<file path="src/rtl/core/cbpm_pkg.sv">
`timescale 1ns / 1ps
`default_nettype none
// ----------------------------------------------------------------------------
// cbpm_pkg
// Shared types and codes of the buffer pool frame manager.
// ----------------------------------------------------------------------------
package cbpm_pkg;

  localparam int KindW   = 3;
  localparam int FileW   = 8;
  localparam int PageW   = 32;
  localparam int StatusW = 3;
  localparam int FrameW  = 4;
  localparam int PinW    = 8;

  typedef enum logic [KindW-1:0] {
    KIND_READ    = 3'd0,
    KIND_UNPIN   = 3'd1,
    KIND_ALLOC   = 3'd2,
    KIND_DISPOSE = 3'd3,
    KIND_FLUSH   = 3'd4
  } kind_e;

  typedef enum logic [StatusW-1:0] {
    ST_OK         = 3'd0,
    ST_EXCEEDED   = 3'd1,
    ST_NOT_PINNED = 3'd2,
    ST_PINNED     = 3'd3,
    ST_BAD_BUFFER = 3'd4,
    ST_NOT_FOUND  = 3'd5
  } status_e;

  typedef struct packed {
    logic [KindW-1:0] kind;
    logic [FileW-1:0] file_id;
    logic [PageW-1:0] page_no;
    logic             mark_dirty;
  } req_t;

  typedef struct packed {
    logic [StatusW-1:0] status;
    logic [FrameW-1:0]  frame;
    logic               hit;
    logic               writeback;
    logic [FileW-1:0]   wb_file_id;
    logic [PageW-1:0]   wb_page_no;
    logic               last;
  } rsp_t;

endpackage
`default_nettype wire

</file>
<file path="src/rtl/core/cbpm_if.sv">
`timescale 1ns / 1ps
`default_nettype none
// ----------------------------------------------------------------------------
// cbpm_req_if / cbpm_rsp_if
// Valid/ready channels for requests and results.
// ----------------------------------------------------------------------------
interface cbpm_req_if import cbpm_pkg::*; ();
  logic valid;
  logic ready;
  req_t data;
  modport source (output valid, output data, input ready);
  modport sink (input valid, input data, output ready);
endinterface

interface cbpm_rsp_if import cbpm_pkg::*; ();
  logic valid;
  logic ready;
  rsp_t data;
  modport source (output valid, output data, input ready);
  modport sink (input valid, input data, output ready);
endinterface
`default_nettype wire

</file>
<file path="src/rtl/core/clock_buffer_pool_manager_core.sv">
`timescale 1ns / 1ps
`default_nettype none
// A lookup visits the frames one at a time, up to NUM_FRAMES; a read or allocate
// miss then sweeps the clock hand, up to 2*NUM_FRAMES visits. A flush scans the frames,
// stops at a pinned match, and emits each dirty match as a write-back held until taken.
// One request is handled at a time; ready returns the cycle after the final result
// is taken. Reset clears valid/pin/ref/dirty of every frame and sets the hand to the
// last frame; owner fields are not reset.
// ----------------------------------------------------------------------------
// clock_buffer_pool_manager_core
// Clock-replacement frame manager with a sequential descriptor walker.
// ----------------------------------------------------------------------------
module clock_buffer_pool_manager_core import cbpm_pkg::*; #(
  parameter int NUM_FRAMES = 16
) (
  input  wire          clk_i,
  input  wire          rst_ni,
  cbpm_req_if.sink     req_i,
  cbpm_rsp_if.source   rsp_o
);

  localparam int IdxW = (NUM_FRAMES > 1) ? $clog2(NUM_FRAMES) : 1;
  localparam int CntW = $clog2(2 * NUM_FRAMES + 1);
  localparam logic [IdxW-1:0] LastIdx = IdxW'(NUM_FRAMES - 1);

  localparam logic [2:0] S_IDLE   = 3'd0;
  localparam logic [2:0] S_LOOK   = 3'd1;
  localparam logic [2:0] S_SWEEP  = 3'd2;
  localparam logic [2:0] S_FLUSH  = 3'd3;
  localparam logic [2:0] S_OUT    = 3'd4;

  logic [2:0]      state_q;
  logic [NUM_FRAMES-1:0] valid_q, ref_q, dirty_q;
  logic [PinW-1:0] pin_q [NUM_FRAMES];
  logic [FileW-1:0] ofile_q [NUM_FRAMES];
  logic [PageW-1:0] opage_q [NUM_FRAMES];
  logic [IdxW-1:0] hand_q;
  logic [IdxW-1:0] idx_q;
  logic [CntW-1:0] cnt_q;
  req_t            req_q;
  rsp_t            rsp_q;
  logic            rsp_vld_q;

  // walker frame selection (shared unit)
  logic [IdxW-1:0] nxt_hand;
  logic [IdxW-1:0] cur;
  logic            match;
  logic            idx_last;

  assign nxt_hand = (hand_q == LastIdx) ? '0 : hand_q + 1'b1;
  assign cur      = (state_q == S_SWEEP) ? nxt_hand : idx_q;
  assign match    = valid_q[cur] && ofile_q[cur] == req_q.file_id &&
                    (state_q == S_FLUSH || opage_q[cur] == req_q.page_no);
  assign idx_last = (idx_q == LastIdx);

  assign req_i.ready = (state_q == S_IDLE) && !rsp_vld_q;
  assign rsp_o.valid = rsp_vld_q;
  assign rsp_o.data  = rsp_q;

  function automatic rsp_t mk(logic [StatusW-1:0] st, logic [IdxW-1:0] fr,
                              logic h, logic lst);
    rsp_t r;
    r = '0;
    r.status = st;
    r.frame  = FrameW'(fr);
    r.hit    = h;
    r.last   = lst;
    return r;
  endfunction

  // ok result that carries a write-back of the given page
  function automatic rsp_t mk_wb(logic [IdxW-1:0] fr, logic lst,
                                 logic [FileW-1:0] wf, logic [PageW-1:0] wp);
    rsp_t r;
    r = mk(ST_OK, fr, 1'b0, lst);
    r.writeback  = 1'b1;
    r.wb_file_id = wf;
    r.wb_page_no = wp;
    return r;
  endfunction

  // sequencer and descriptor updates
  always_ff @(posedge clk_i or negedge rst_ni) begin
    if (!rst_ni) begin
      state_q     <= S_IDLE;
      valid_q     <= '0;
      ref_q       <= '0;
      dirty_q     <= '0;
      hand_q      <= LastIdx;
      idx_q       <= '0;
      cnt_q       <= '0;
      rsp_vld_q   <= 1'b0;
      for (int i = 0; i < NUM_FRAMES; i++) pin_q[i] <= '0;
    end else begin
      if (rsp_vld_q && rsp_o.ready && state_q != S_OUT) rsp_vld_q <= 1'b0;
      case (state_q)
        S_IDLE: begin
          if (req_i.valid && req_i.ready) begin
            req_q <= req_i.data;
            idx_q <= '0;
            cnt_q <= '0;
            if (req_i.data.kind == KIND_FLUSH) state_q <= S_FLUSH;
            else if (req_i.data.kind <= KIND_DISPOSE) state_q <= S_LOOK;
          end
        end
        // associative lookup, one frame per cycle
        S_LOOK: begin
          if (match) begin
            state_q   <= S_IDLE;
            rsp_vld_q <= 1'b1;
            case (req_q.kind)
              KIND_UNPIN: begin
                if (pin_q[cur] == '0) rsp_q <= mk(ST_NOT_PINNED, cur, 1'b1, 1'b1);
                else begin
                  pin_q[cur] <= pin_q[cur] - 1'b1;
                  if (req_q.mark_dirty) dirty_q[cur] <= 1'b1;
                  rsp_q <= mk(ST_OK, cur, 1'b1, 1'b1);
                end
              end
              KIND_DISPOSE: begin
                valid_q[cur] <= 1'b0;
                ref_q[cur]   <= 1'b0;
                dirty_q[cur] <= 1'b0;
                pin_q[cur]   <= '0;
                rsp_q <= mk(ST_OK, cur, 1'b1, 1'b1);
              end
              default: begin
                ref_q[cur] <= 1'b1;
                if (pin_q[cur] != '1) pin_q[cur] <= pin_q[cur] + 1'b1;
                rsp_q <= mk(ST_OK, cur, 1'b1, 1'b1);
              end
            endcase
          end else if (idx_last) begin
            if (req_q.kind == KIND_UNPIN || req_q.kind == KIND_DISPOSE) begin
              state_q   <= S_IDLE;
              rsp_vld_q <= 1'b1;
              rsp_q     <= mk(ST_NOT_FOUND, '0, 1'b0, 1'b1);
            end else state_q <= S_SWEEP;
          end else idx_q <= idx_q + 1'b1;
        end
        // clock sweep, one hand step per cycle
        S_SWEEP: begin
          hand_q <= nxt_hand;
          cnt_q  <= cnt_q + 1'b1;
          if (!valid_q[cur] || (!ref_q[cur] && pin_q[cur] == '0)) begin
            if (valid_q[cur] && dirty_q[cur])
              rsp_q <= mk_wb(cur, 1'b1, ofile_q[cur], opage_q[cur]);
            else
              rsp_q <= mk(ST_OK, cur, 1'b0, 1'b1);
            valid_q[cur] <= 1'b1;
            pin_q[cur]   <= PinW'(1);
            ref_q[cur]   <= 1'b1;
            dirty_q[cur] <= 1'b0;
            ofile_q[cur] <= req_q.file_id;
            opage_q[cur] <= req_q.page_no;
            rsp_vld_q    <= 1'b1;
            state_q      <= S_IDLE;
          end else begin
            ref_q[cur] <= 1'b0;
            if (cnt_q == CntW'(2 * NUM_FRAMES - 1)) begin
              rsp_q     <= mk(ST_EXCEEDED, '0, 1'b0, 1'b1);
              rsp_vld_q <= 1'b1;
              state_q   <= S_IDLE;
            end
          end
        end
        // flush scan from frame 0 upward
        S_FLUSH: begin
          if (!rsp_vld_q) begin
            if (match && pin_q[cur] != '0) begin
              rsp_q       <= mk(ST_PINNED, cur, 1'b0, 1'b1);
              rsp_vld_q   <= 1'b1;
              state_q     <= S_IDLE;
            end else begin
              if (match) begin
                valid_q[cur] <= 1'b0;
                ref_q[cur]   <= 1'b0;
                dirty_q[cur] <= 1'b0;
                pin_q[cur]   <= '0;
              end
              if (match && dirty_q[cur]) begin
                rsp_q     <= mk_wb(cur, 1'b0, ofile_q[cur], opage_q[cur]);
                rsp_vld_q <= 1'b1;
                state_q   <= S_OUT;
              end else if (idx_last) begin
                rsp_q     <= mk(ST_OK, '0, 1'b0, 1'b1);
                rsp_vld_q <= 1'b1;
                state_q   <= S_IDLE;
              end
              idx_q <= idx_q + 1'b1;
              if (idx_last) cnt_q <= CntW'(1);
            end
          end
        end
        // hold a flush write-back until taken
        S_OUT: begin
          if (rsp_o.ready) begin
            if (cnt_q == CntW'(1)) begin
              rsp_q     <= mk(ST_OK, '0, 1'b0, 1'b1);
              rsp_vld_q <= 1'b1;
              state_q   <= S_IDLE;
            end else begin
              rsp_vld_q <= 1'b0;
              state_q   <= S_FLUSH;
            end
          end
        end
        default: state_q <= S_IDLE;
      endcase
    end
  end

  // result channel never changes a held result
  assert property (@(posedge clk_i) disable iff (!rst_ni)
    rsp_o.valid && !rsp_o.ready |=> rsp_o.valid && $stable(rsp_o.data))
    else $error("held result changed");
  // requests only taken while idle
  assert property (@(posedge clk_i) disable iff (!rst_ni)
    req_i.ready |-> state_q == S_IDLE && !rsp_vld_q)
    else $error("ready outside idle");
  // sweep count stays within two revolutions
  assert property (@(posedge clk_i) disable iff (!rst_ni)
    state_q == S_SWEEP |-> cnt_q < CntW'(2 * NUM_FRAMES))
    else $error("sweep overran");

endmodule
`default_nettype wire
</file>
<file path="src/flat_wrapper.sv">
// flat-port wrapper written by rule: the top's interface ports become plain ports
module clock_buffer_pool_manager_core_flat import cbpm_pkg::*;
#(
  parameter int NUM_FRAMES = 16
)
  (clk_i, rst_ni, req_i_valid, req_i_data, req_i_ready, rsp_o_valid, rsp_o_data, rsp_o_ready);
  cbpm_req_if req_i_i ();
  cbpm_rsp_if rsp_o_i ();
  input  wire clk_i;
  input  wire rst_ni;
  input wire logic [$bits(req_i_i.valid)-1:0] req_i_valid;
  input wire logic [$bits(req_i_i.data)-1:0] req_i_data;
  output wire logic [$bits(req_i_i.ready)-1:0] req_i_ready;
  output wire logic [$bits(rsp_o_i.valid)-1:0] rsp_o_valid;
  output wire logic [$bits(rsp_o_i.data)-1:0] rsp_o_data;
  input wire logic [$bits(rsp_o_i.ready)-1:0] rsp_o_ready;
  assign req_i_i.valid = req_i_valid;
  assign req_i_i.data = req_i_data;
  assign req_i_ready = req_i_i.ready;
  assign rsp_o_valid = rsp_o_i.valid;
  assign rsp_o_data = rsp_o_i.data;
  assign rsp_o_i.ready = rsp_o_ready;
  clock_buffer_pool_manager_core #(.NUM_FRAMES(NUM_FRAMES)) u_core (.clk_i(clk_i), .rst_ni(rst_ni), .req_i(req_i_i), .rsp_o(rsp_o_i));
endmodule
</file>
<file path="config.mk">
export PLATFORM = sky130hd
export DESIGN_NAME = clock_buffer_pool_manager_core_flat
export DESIGN_NICKNAME = d
export VERILOG_FILES = /design/src/rtl/core/cbpm_pkg.sv /design/src/rtl/core/cbpm_if.sv /design/src/rtl/core/clock_buffer_pool_manager_core.sv /design/src/flat_wrapper.sv
export SDC_FILE = /design/constraint.sdc
export NUM_CORES = 1
export LEC_CHECK = 0
export ABC_CLOCK_PERIOD_IN_PS = 9600
export BUFFER_PORTS_ARGS = -buffer_cell sky130_fd_sc_hd__buf_2
export CAP_MARGIN = 20
export CORE_ASPECT_RATIO = 0.6
export CORE_MARGIN = 10
export CORE_UTILIZATION = 40
export DETAILED_ROUTE_END_ITERATION = 8
export GPL_ROUTABILITY_DRIVEN = 0
export MAX_ROUTING_LAYER = met4
export PLACE_DENSITY = 0.55
export SYNTH_ARGS = -nofsm -noshare
export SYNTH_HDL_FRONTEND = slang
export SYNTH_SLANG_ARGS = --single-unit
</file>
<file path="constraint.sdc">
create_clock -name clk_i -period 9.6 [get_ports clk_i]
set_input_delay 0.96 -clock clk_i [delete_from_list [all_inputs] [get_ports clk_i]]
set_output_delay 0.96 -clock clk_i [all_outputs]
set_load 0.05 [all_outputs]
</file>
After elaboration in Yosys (flattened, before gate mapping)
Memory sizes are Yosys's and may differ from the RTL's.
Index checks and enable logic that the tools add are counted.
- add/subtract/negate cells: 5
- multiply operators: 0
- div/mod/pow operators: 0
- order comparisons: 5
- equal/unequal tests: 37
- shift operators: 0
- muxes and demuxes: 106
- bitwise operators: 13
- reductions and logical operators: 35
- operator list (cell ; count):
    $mux 128 ; 7
    $mux 50 ; 11
    $pmux 128 s3 ; 1
    $mux 16 ; 18
    $bwmux 128 ; 2
    $pmux 128 s2 ; 1
    $pmux 50 s4 ; 1
    $pmux 16 s3 ; 3
    $and 128x128->128 ; 1
    $not 128->128 ; 1
    $and 112x112->112 ; 1
    $not 112->112 ; 1
    $mux 49 ; 2
    $or 16x16->16 ; 4
    $pmux 16 s2 ; 2
    $and 16x16->16 ; 3
    $mux 42 ; 1
    $mux 3 ; 12
    $bmux 8 s4 ; 1
    $demux 8 s4 ; 1
    $eq 32x32->1 ; 1
    $mux 4 ; 7
    $mux 6 ; 4
    $mux 8 ; 3
    48 further kinds ; 112
- register bits after elaboration: 288
- latch bits: 0
- bits in writable memories: 640
- ROM bits: 0
- input port bits: 48
- output and inout port bits: 52
- word-level logic and storage cells: 238
- memories: 2
- memories (memory ; depth ; width ; read ports ; clocked after memory_dff ; wr ports ; RTL line ; source):
    u_core.opage_q ; 16 ; 32 ; 1 ; 0 ; 1 ; clock_buffer_pool_manager_core.sv:36 ; logic [PageW-1:0] opage_q [NUM_FRAMES];
    u_core.ofile_q ; 16 ; 8 ; 1 ; 0 ; 1 ; clock_buffer_pool_manager_core.sv:35 ; logic [FileW-1:0] ofile_q [NUM_FRAMES];

Logic depth before layout (Yosys ltp)
Gate-level depths: netlist of the first run.
- depth after elaboration: 14
- gate-level depth with buffers: 25
- mapped depth without buffers: 16

Least setup slack after synthesis of the first run
No wires, ideal clock.
- path type: register -> register
- start point: register u_core.hand_q[0]
- end point: register u_core.rsp_q, in the netlist u_core.rsp_o.data[0] (enable)
- library setup time: 0.582 ns
- data arrival time: 9.310 ns
- required time: 9.018 ns
- path slack: -0.292 ns
- stages on the path, launching flop included: 23
- buffers on the path: 8
- clock period less this slack: 9.892 ns
- path through: dfstp_2 ha_1 and4bb_2 a21o_1 buf_2 buf_4 buf_2 buf_2 buf_2 buf_2 clkbuf_1 clkbuf_1 nand3_1 a31oi_1 mux2i_1 inv_1 ha_1 nor3b_1 a31oi_1 o31ai_1 nor2_1 a211o_1 nor4_1
- word-level cells in the longest chain between the ends: 12
- elaborated cells between the ends (all ways): 34
- classes of those cells: add/sub (1); eq/ne (7); mux (11); bitwise (1); reduce/logical (12); memory (2)
- RTL lines (item ; RTL line ; source):
    start: declaration ; clock_buffer_pool_manager_core.sv:37 ; logic [IdxW-1:0] hand_q;
    start signal: assignment ; clock_buffer_pool_manager_core.sv:89 ; hand_q <= LastIdx;
    start signal: assignment ; clock_buffer_pool_manager_core.sv:143 ; hand_q <= nxt_hand;
    $add 4x1->4 / $eq 4x4->1 (equally long branches) ; clock_buffer_pool_manager_core.sv:50 ; assign nxt_hand = (hand_q == LastIdx) ? '0 : hand_q + 1'b1;
    $mux 4 * ; clock_buffer_pool_manager_core.sv:50 ;
    via u_core.nxt_hand[1] ; clock_buffer_pool_manager_core.sv:45 ; logic [IdxW-1:0] nxt_hand;
    $mux 4 * ; clock_buffer_pool_manager_core.sv:51 ; assign cur = (state_q == S_SWEEP) ? nxt_hand : idx_q;
    parallel branches: the longest is 8 deep, another holds $mem_v2 16x32 ; -- ;
    $reduce_and 9->1 (no source line) * ; -- ;
    end signal: assignment ; clock_buffer_pool_manager_core.sv:147 ; rsp_q <= mk_wb(cur, 1'b1, ofile_q[cur], opage_q[cur]);
    end signal: assignment ; clock_buffer_pool_manager_core.sv:149 ; rsp_q <= mk(ST_OK, cur, 1'b0, 1'b1);
    end signal: assignment ; clock_buffer_pool_manager_core.sv:161 ; rsp_q <= mk(ST_EXCEEDED, '0, 1'b0, 1'b1);
    end: declaration ; clock_buffer_pool_manager_core.sv:41 ; rsp_t rsp_q;
Mark *: on every way through the listed nets, which the timed path passes. The select of a mux whose other input is x is not followed.
A chain may end at the register's enable or synchronous reset.

Final worst setup path of the first run
- start point: register u_core.state_q[2]
- end point: register u_core.rsp_q, in the netlist u_core.rsp_o.data[17] (enable)
- word-level cells in the longest chain between the ends: 11
- elaborated cells between the ends (all ways): 39
- classes of those cells: eq/ne (13); mux (10); bitwise (1); reduce/logical (13); memory (2)
- RTL lines (item ; RTL line ; source):
    start: declaration ; clock_buffer_pool_manager_core.sv:32 ; logic [2:0] state_q;
    start signal: assignment ; clock_buffer_pool_manager_core.sv:85 ; state_q <= S_IDLE;
    start signal: assignment ; clock_buffer_pool_manager_core.sv:102 ; if (req_i.data.kind == KIND_FLUSH) state_q <= S_FLUSH;
    start signal: assignment ; clock_buffer_pool_manager_core.sv:103 ; else if (req_i.data.kind <= KIND_DISPOSE) state_q <= S_LOOK;
    parallel branches: the longest is 10 deep, another holds $mem_v2 16x32 ; -- ;
    $reduce_and 9->1 (no source line) * ; -- ;
Mark *: on every way between the ends. The select of a mux whose other input is x is not followed.

==> impl_results.md, run 1 <==
* Worst Max-Slew Pin Slew at 1200 ps
* Initial core utilization at 0.406
* Critical path buffers and inverters at 3
* Grt total ovfl at 0
* CTS tree: done
* Setup bufs post-CTS at 0
* Share of cells above drive strength 1 at 0.122
* Syn. warnings at 0
* Drt via density at 6.26
* DRT Pass-1 Iters at 6
* Die Wd at 429 um
* Syn nets at 3,243
* Ys flop type: edfxtp_1
* Most common cell after layout, fill and taps aside: edfxtp_1
* Clock slew at reported path FFs at 60 ps
* Crit path largest cell delay at 830 ps
* Syn Area/Cell at 12.6 sq um
* Async SR Flop Fraction at 0.209
* Outcome: finished, final reports clean
* Post-route minimum period at 8310 ps
* Worst slew margin at 0.194
* RSZ-0062 raised after global routing: no
* Vias at 29,156
* Setup crit start kind: register
* Top achievable clock speed at 120 MHz
* EDFF count, synth at 734
* CTS Buf Count at 88
* Root buffer cell: clkbuf_16
* Crit path max-delay family: simple AND/OR/NAND/NOR gates
* Syn Std Cell Area at 40,200 sq um
* Register area share after synthesis at 0.670
* Initial antenna violation count at 6
* Most used cells in the layout excluding fill and tap cells: edfxtp_1, nand2_1, dfrtp_1
* DR DRC count at 0
* Crit-path max FO at 88
* Critical path class: register to register
* CTS Sinks at 928
* Total of max-cap violations at 0
* Hold crit path type: input port to asynchronous set/reset pin
* Clk Latency, worst-skew pair at 700 ps
* Final setup fails at 0
* Post-route ant nets at 0
* Syn-to-layout area delta at 12.4%
* Final Max Tran Viols at 0
* I/O Pins at 100
* Largest net degree at the start of global routing at 149
* Final clock skew at 23.5 ps
* Initial DRC Count at 4,401
* Post-Synthesis Cells at 3,188
* Buffers added on ports at 99
* Hold-fix buffers, CTS at 0
* Die Y at 265 um
* Fill count at 8,851
* Die ar. at 114,000 sq um
* Leakage power at 15.4 nW
* Critical Path RT at 9900 ps
* Total track usage at 0.244
* Vias in the first global route at 27,545
* DR WL/cell at 30.0 um
* Total power at 14.8 mW
* Rows at 89
* Final setup TNS at 0 ps
* Final period utilization at 0.866
* CTS H-Tree Depth at 3
* Slowest-stage cell, CP: buf_4
* Critical path data arrival time at 8620 ps
* Clock buffer depth at 3
* Core Region at 99,000 sq um
* Drt total wl at 140,000 um
* Nets at 3,316
* Yosys cell types at 81
* Cell Chain, Critical Path: or3b_1 -> a22o_4 -> buf_12 -> buf_4 -> nand2_1 -> nand4_1 -> nand4_1 -> a221oi_1 -> xor2_1 -> or4_1 -> nor3_1 -> a31oi_4 -> and3_1 -> nor4_4 -> buf_4
* Final Hold Fails at 0
* First-pass GRT wire length at 200,000 um
* Worst VDD drop at 0.000274 V
* Worst Setup End Kind: register
* Resized cells post-CTS at 0
* Power density over the cells at 328 nW/um^2
* Post-DP HPWL at 87,200 um
* Number of synthesized register bits at 928
[logic make-up (layout without fill, tap and decap cells)]
group,after synthesis,after routing,synth area share
flops,928,928,0.670
other cells,0,5,0
simple gates,1044,1044,0.120
buf+inv,245,390,0.0281
compound gates,748,748,0.126
xor+xnor,35,35,0.00763
fa+ha+maj,7,7,0.00218
mux,181,181,0.0461
[power breakdown]
group	internal [mW]	switching, mW
Clock	1.88	1.59
Combinational	1.72	4.76
Sequential	4.67	0.189
Total	8.27	6.54
[cell usage after synthesis (7+ instances only)]
| cell | count | area, sq um |
|---|---|---|
| and3_1 | 21 | 131 |
| o32ai_1 | 10 | 87.6 |
| xor2_1 | 18 | 158 |
| nand3_1 | 135 | 676 |
| o31a_1 | 17 | 149 |
| and2_1 | 17 | 106 |
| nor4b_1 | 8 | 70.1 |
| nor2_1 | 127 | 477 |
| dfrtp_1 | 190 | 4750 |
| a21oi_1 | 164 | 821 |
| nand4_1 | 32 | 200 |
| buf_2 | 86 | 430 |
| mux2i_1 | 151 | 1510 |
| o22ai_1 | 59 | 369 |
| edfxtp_1 | 734 | 22000 |
| nand3_4 | 7 | 123 |
| a32oi_1 | 40 | 350 |
| o21ai_1 | 38 | 190 |
| nor2b_1 | 22 | 138 |
| a22oi_1 | 23 | 173 |
| a211oi_1 | 61 | 458 |
| o21ai_0 | 91 | 455 |
| mux2_2 | 29 | 327 |
| ha_1 | 7 | 87.6 |
| nor3_1 | 40 | 200 |
| a311oi_1 | 8 | 70.1 |
| buf_4 | 13 | 97.6 |
| o311ai_0 | 16 | 140 |
| a31oi_1 | 17 | 106 |
| nand2b_1 | 13 | 81.3 |
| nand2_1 | 558 | 2090 |
| clkbuf_1 | 87 | 327 |
| nor4_1 | 18 | 113 |
| inv_1 | 35 | 131 |
| xnor2_1 | 17 | 149 |
| o211ai_1 | 106 | 796 |
| a221oi_1 | 42 | 368 |
| or4_1 | 10 | 75.1 |
| buf_6 | 7 | 78.8 |
| buf_1 | 17 | 63.8 |
[layer usage]
metal | track usage | wire length (um)
met5 | - | 0
met4 | 0.0635 | 3650
met3 | 0.0869 | 19100
met2 | 0.316 | 55000
met1 | 0.354 | 61900
[worst paths after layout]
| path | start | endpoint | slack [ps] | depth (start not counted) |
|---|---|---|---|---|
| worst max-delay path | u_core.state_q[2] | u_core.rsp_o.data[17] | 1290 | 15 |
| worst min-delay path | rst_ni | asynchronous set/reset pin | 210 | 1 |
| worst max register to register | u_core.state_q[2] | u_core.rsp_o.data[17] | 1290 | 15 |
| worst min register to register | register | register | 510 | 2 |
| max in group asynchronous | rst_ni | asynchronous set/reset pin | 8000 | 2 |
| min in group clk_i | req_i_data[13] | u_core.req_q[13] | 430 | 1 |
[final cells by class]
class,count,area [sq um],share of cell area
clock inverters,58,480,0.0106
clock buffers,104,2290,0.0508
repair buffers,193,1290,0.0285
multi-input cells,2015,12400,0.274
flip-flops and latches,928,26900,0.596
diodes,5,12.5,0.000277
well taps,1319,1650,0.0366
inverters,35,131,0.00291
[through the flow]
step	std cells	setup WS, ps	area, sq um	hold WS, ps	utilization
after CTS	4648	1530	45100	183	0.455
after floorplan	3188	1780	40200	476	-
after global placement	4483	1700	42300	488	0.427
after detailed placement	4486	1560	42300	495	0.427
final	4657	1290	45100	207	0.456
after global routing	4656	942	45100	214	0.456
Note: power is estimated with default switching activity, not from simulation.
==> run 2, diff against run 1 <==
--- a/config.mk
+++ b/config.mk
@@ -13,7 +13,6 @@
 export CORE_UTILIZATION = 40
 export DETAILED_ROUTE_END_ITERATION = 8
 export GPL_ROUTABILITY_DRIVEN = 0
-export MAX_ROUTING_LAYER = met4
 export PLACE_DENSITY = 0.55
 export SYNTH_ARGS = -nofsm -noshare
 export SYNTH_HDL_FRONTEND = slang
==> impl_results.md, run 2 (synthesized netlist as in run 1, its figures left out) <==
* Outcome: finished, final reports clean (unchanged)
* Power density over the cells at 328 nW/um^2 (about the same)
* Critical path data arrival time at 8940 ps (was 8620 ps)
* Rows at 89 (unchanged)
* Routed wl met3 at 19,100 um (about the same)
* Buffers added on ports at 99 (unchanged)
* Core Region at 99,000 sq um (unchanged)
* Top achievable clock speed at 120 MHz (about the same)
* Total track usage at 0.236 (was 0.244)
* Leakage power at 15.4 nW (unchanged)
* Worst VDD drop at 0.000274 V (about the same)
* Vias at 29,135 (was 29,156)
* Initial DRC Count at 4,242 (was 4,401)
* Crit-path max FO at 21 (was 88)
* Root buffer cell: clkbuf_16 (unchanged)
* Post-DP HPWL at 87,200 um (unchanged)
* Final clock skew at 26.1 ps (was 23.5 ps)
* R2R Path Start: u_core.state_q[2] (unchanged)
* Top Metal Used: met5 (was met4)
* Most common cell after layout, fill and taps aside: edfxtp_1 (unchanged)
* CTS Buf Count at 88 (unchanged)
* Resized cells post-CTS at 0 (unchanged)
* Clock buffer depth at 3 (unchanged)
* Final setup fails at 0 (unchanged)
* Die ar. at 114,000 sq um (unchanged)
* FF-to-FF path depth at 14 (was 15)
* Worst Max-Slew Pin Slew at 1160 ps (was 1200 ps)
* Worst setup startpoint: u_core.state_q[2] (unchanged)
* Final Hold Fails at 0 (unchanged)
* Post-route minimum period at 8370 ps (was 8310 ps)
* I/O Pins at 100 (unchanged)
* Hold WS at 211 ps (was 207 ps)
* Most used cells in the layout excluding fill and tap cells: edfxtp_1, nand2_1, dfrtp_1 (unchanged)
* CTS tree: done (unchanged)
* Setup crit start kind: register (unchanged)
* Nets at 3,316 (unchanged)
* Clock slew at reported path FFs at 60 ps (about the same)
* Worst Setup End Kind: register (unchanged)
* Hold-fix buffers, CTS at 0 (unchanged)
* DR DRC count at 0 (unchanged)
* Met2 WL at 55,100 um (was 55,000 um)
* Final setup TNS at 0 ps (unchanged)
* Die Y at 265 um (unchanged)
* Largest net degree at the start of global routing at 149 (unchanged)
* First-pass GRT wire length at 200,000 um (about the same)
* CTS H-Tree Depth at 3 (unchanged)
* Total of max-cap violations at 0 (unchanged)
* Hold crit path type: input port to asynchronous set/reset pin (unchanged)
* Initial antenna violation count at 7 (was 6)
* Final period utilization at 0.872 (was 0.866)
* DR WL/cell at 30.0 um (about the same)
* Final Max Tran Viols at 0 (unchanged)
* Reg area at 26,900 sq um (unchanged)
* Setup bufs post-CTS at 0 (unchanged)
* Die Wd at 429 um (unchanged)
* Fill count at 8,850 (was 8,851)
* Critical Path RT at 10,170 ps (was 9900 ps)
* Worst slew margin at 0.221 (was 0.194)
* DRT Pass-1 Iters at 6 (unchanged)
* Clk Latency, worst-skew pair at 700 ps (about the same)
* Critical path class: register to register (unchanged)
* CTS Sinks at 928 (unchanged)
* Setup slack, reg-to-reg at 1230 ps (was 1290 ps)
* Multi-input gate area at 12,400 sq um (unchanged)
* Wl on met1 at 61,800 um (was 61,900 um)
* Post-route ant nets at 0 (unchanged)
* Syn-to-layout area delta at 12.4% (about the same)
* Drt total wl at 140,000 um (about the same)
* Drt via density at 6.26 (about the same)
* Vias in the first global route at 27,549 (was 27,545)
* Grt total ovfl at 0 (unchanged)
* Initial core utilization at 0.406 (unchanged)
* RSZ-0062 raised after global routing: no (unchanged)
* Share of cells above drive strength 1 at 0.122 (unchanged)
## run 2: how the worst min path moves through the flow
stage,end,depth (start not counted),slack [ps]
after CTS,u_core.idx_q[0],1,180
after floorplan,u_core.hand_q[0],2,480
after global placement,register,1,490
after global routing,asynchronous set/reset pin,1,210
after detailed placement,register,1,500
final,asynchronous set/reset pin,1,210
## run 2: metrics by stage
step / cell area [sq um] / power, mW / util / setup WS (ps) / cells
after floorplan: 40200 / 8.85 / - / 1780 / 3188
after global placement: 42300 / 11.1 / 0.427 / 1700 / 4483
after detailed placement: 42300 / 11.2 / 0.427 / 1560 / 4486
after CTS: 45100 / 14.6 / 0.455 / 1530 / 4648
after global routing: 45100 / 15.3 / 0.456 / 904 / 4653
final: 45100 / 14.8 / 0.456 / 1230 / 4655
## run 2: layout make-up
type,instances,share of cell area
sequential,928,0.596
clock inverter,58,0.0106
multi-input combinational,2015,0.274
tap,1319,0.0366
inverter,35,0.00291
antenna,3,0.000166
timing repair buffer,193,0.0285
clock buffer,104,0.0508
## run 2: critical path, stage by stage (launching register included)
cell and delay, ps:
dfrtp_1 620, nor3b_2 760, mux2_2 730, buf_4 390, nor4_1 800, buf_4 360, a32oi_1 90, nand3_1 180
a31oi_1 130, nor3b_1 770, a31oi_1 510, a2111oi_4 960, and2_1 780, nand4_1 730, o21ai_0 400
## run 2: where the power goes
| group | internal [mW] | leakage, nW | switching, mW |
|---|---|---|---|
| combinational | 1.72 | 4.86 | 4.76 |
| sequential | 4.67 | 9.23 | 0.189 |
| clock | 1.88 | 1.36 | 1.58 |
| total | 8.27 | 15.4 | 6.53 |
## run 2: per-layer routing
layer / GRT usage / up-vias
li1: - / 12306
met1: 0.353 / 14637
met2: 0.315 / 1934
met3: 0.0892 / 248
met4: 0.0629 / 10
met5: 0 / -
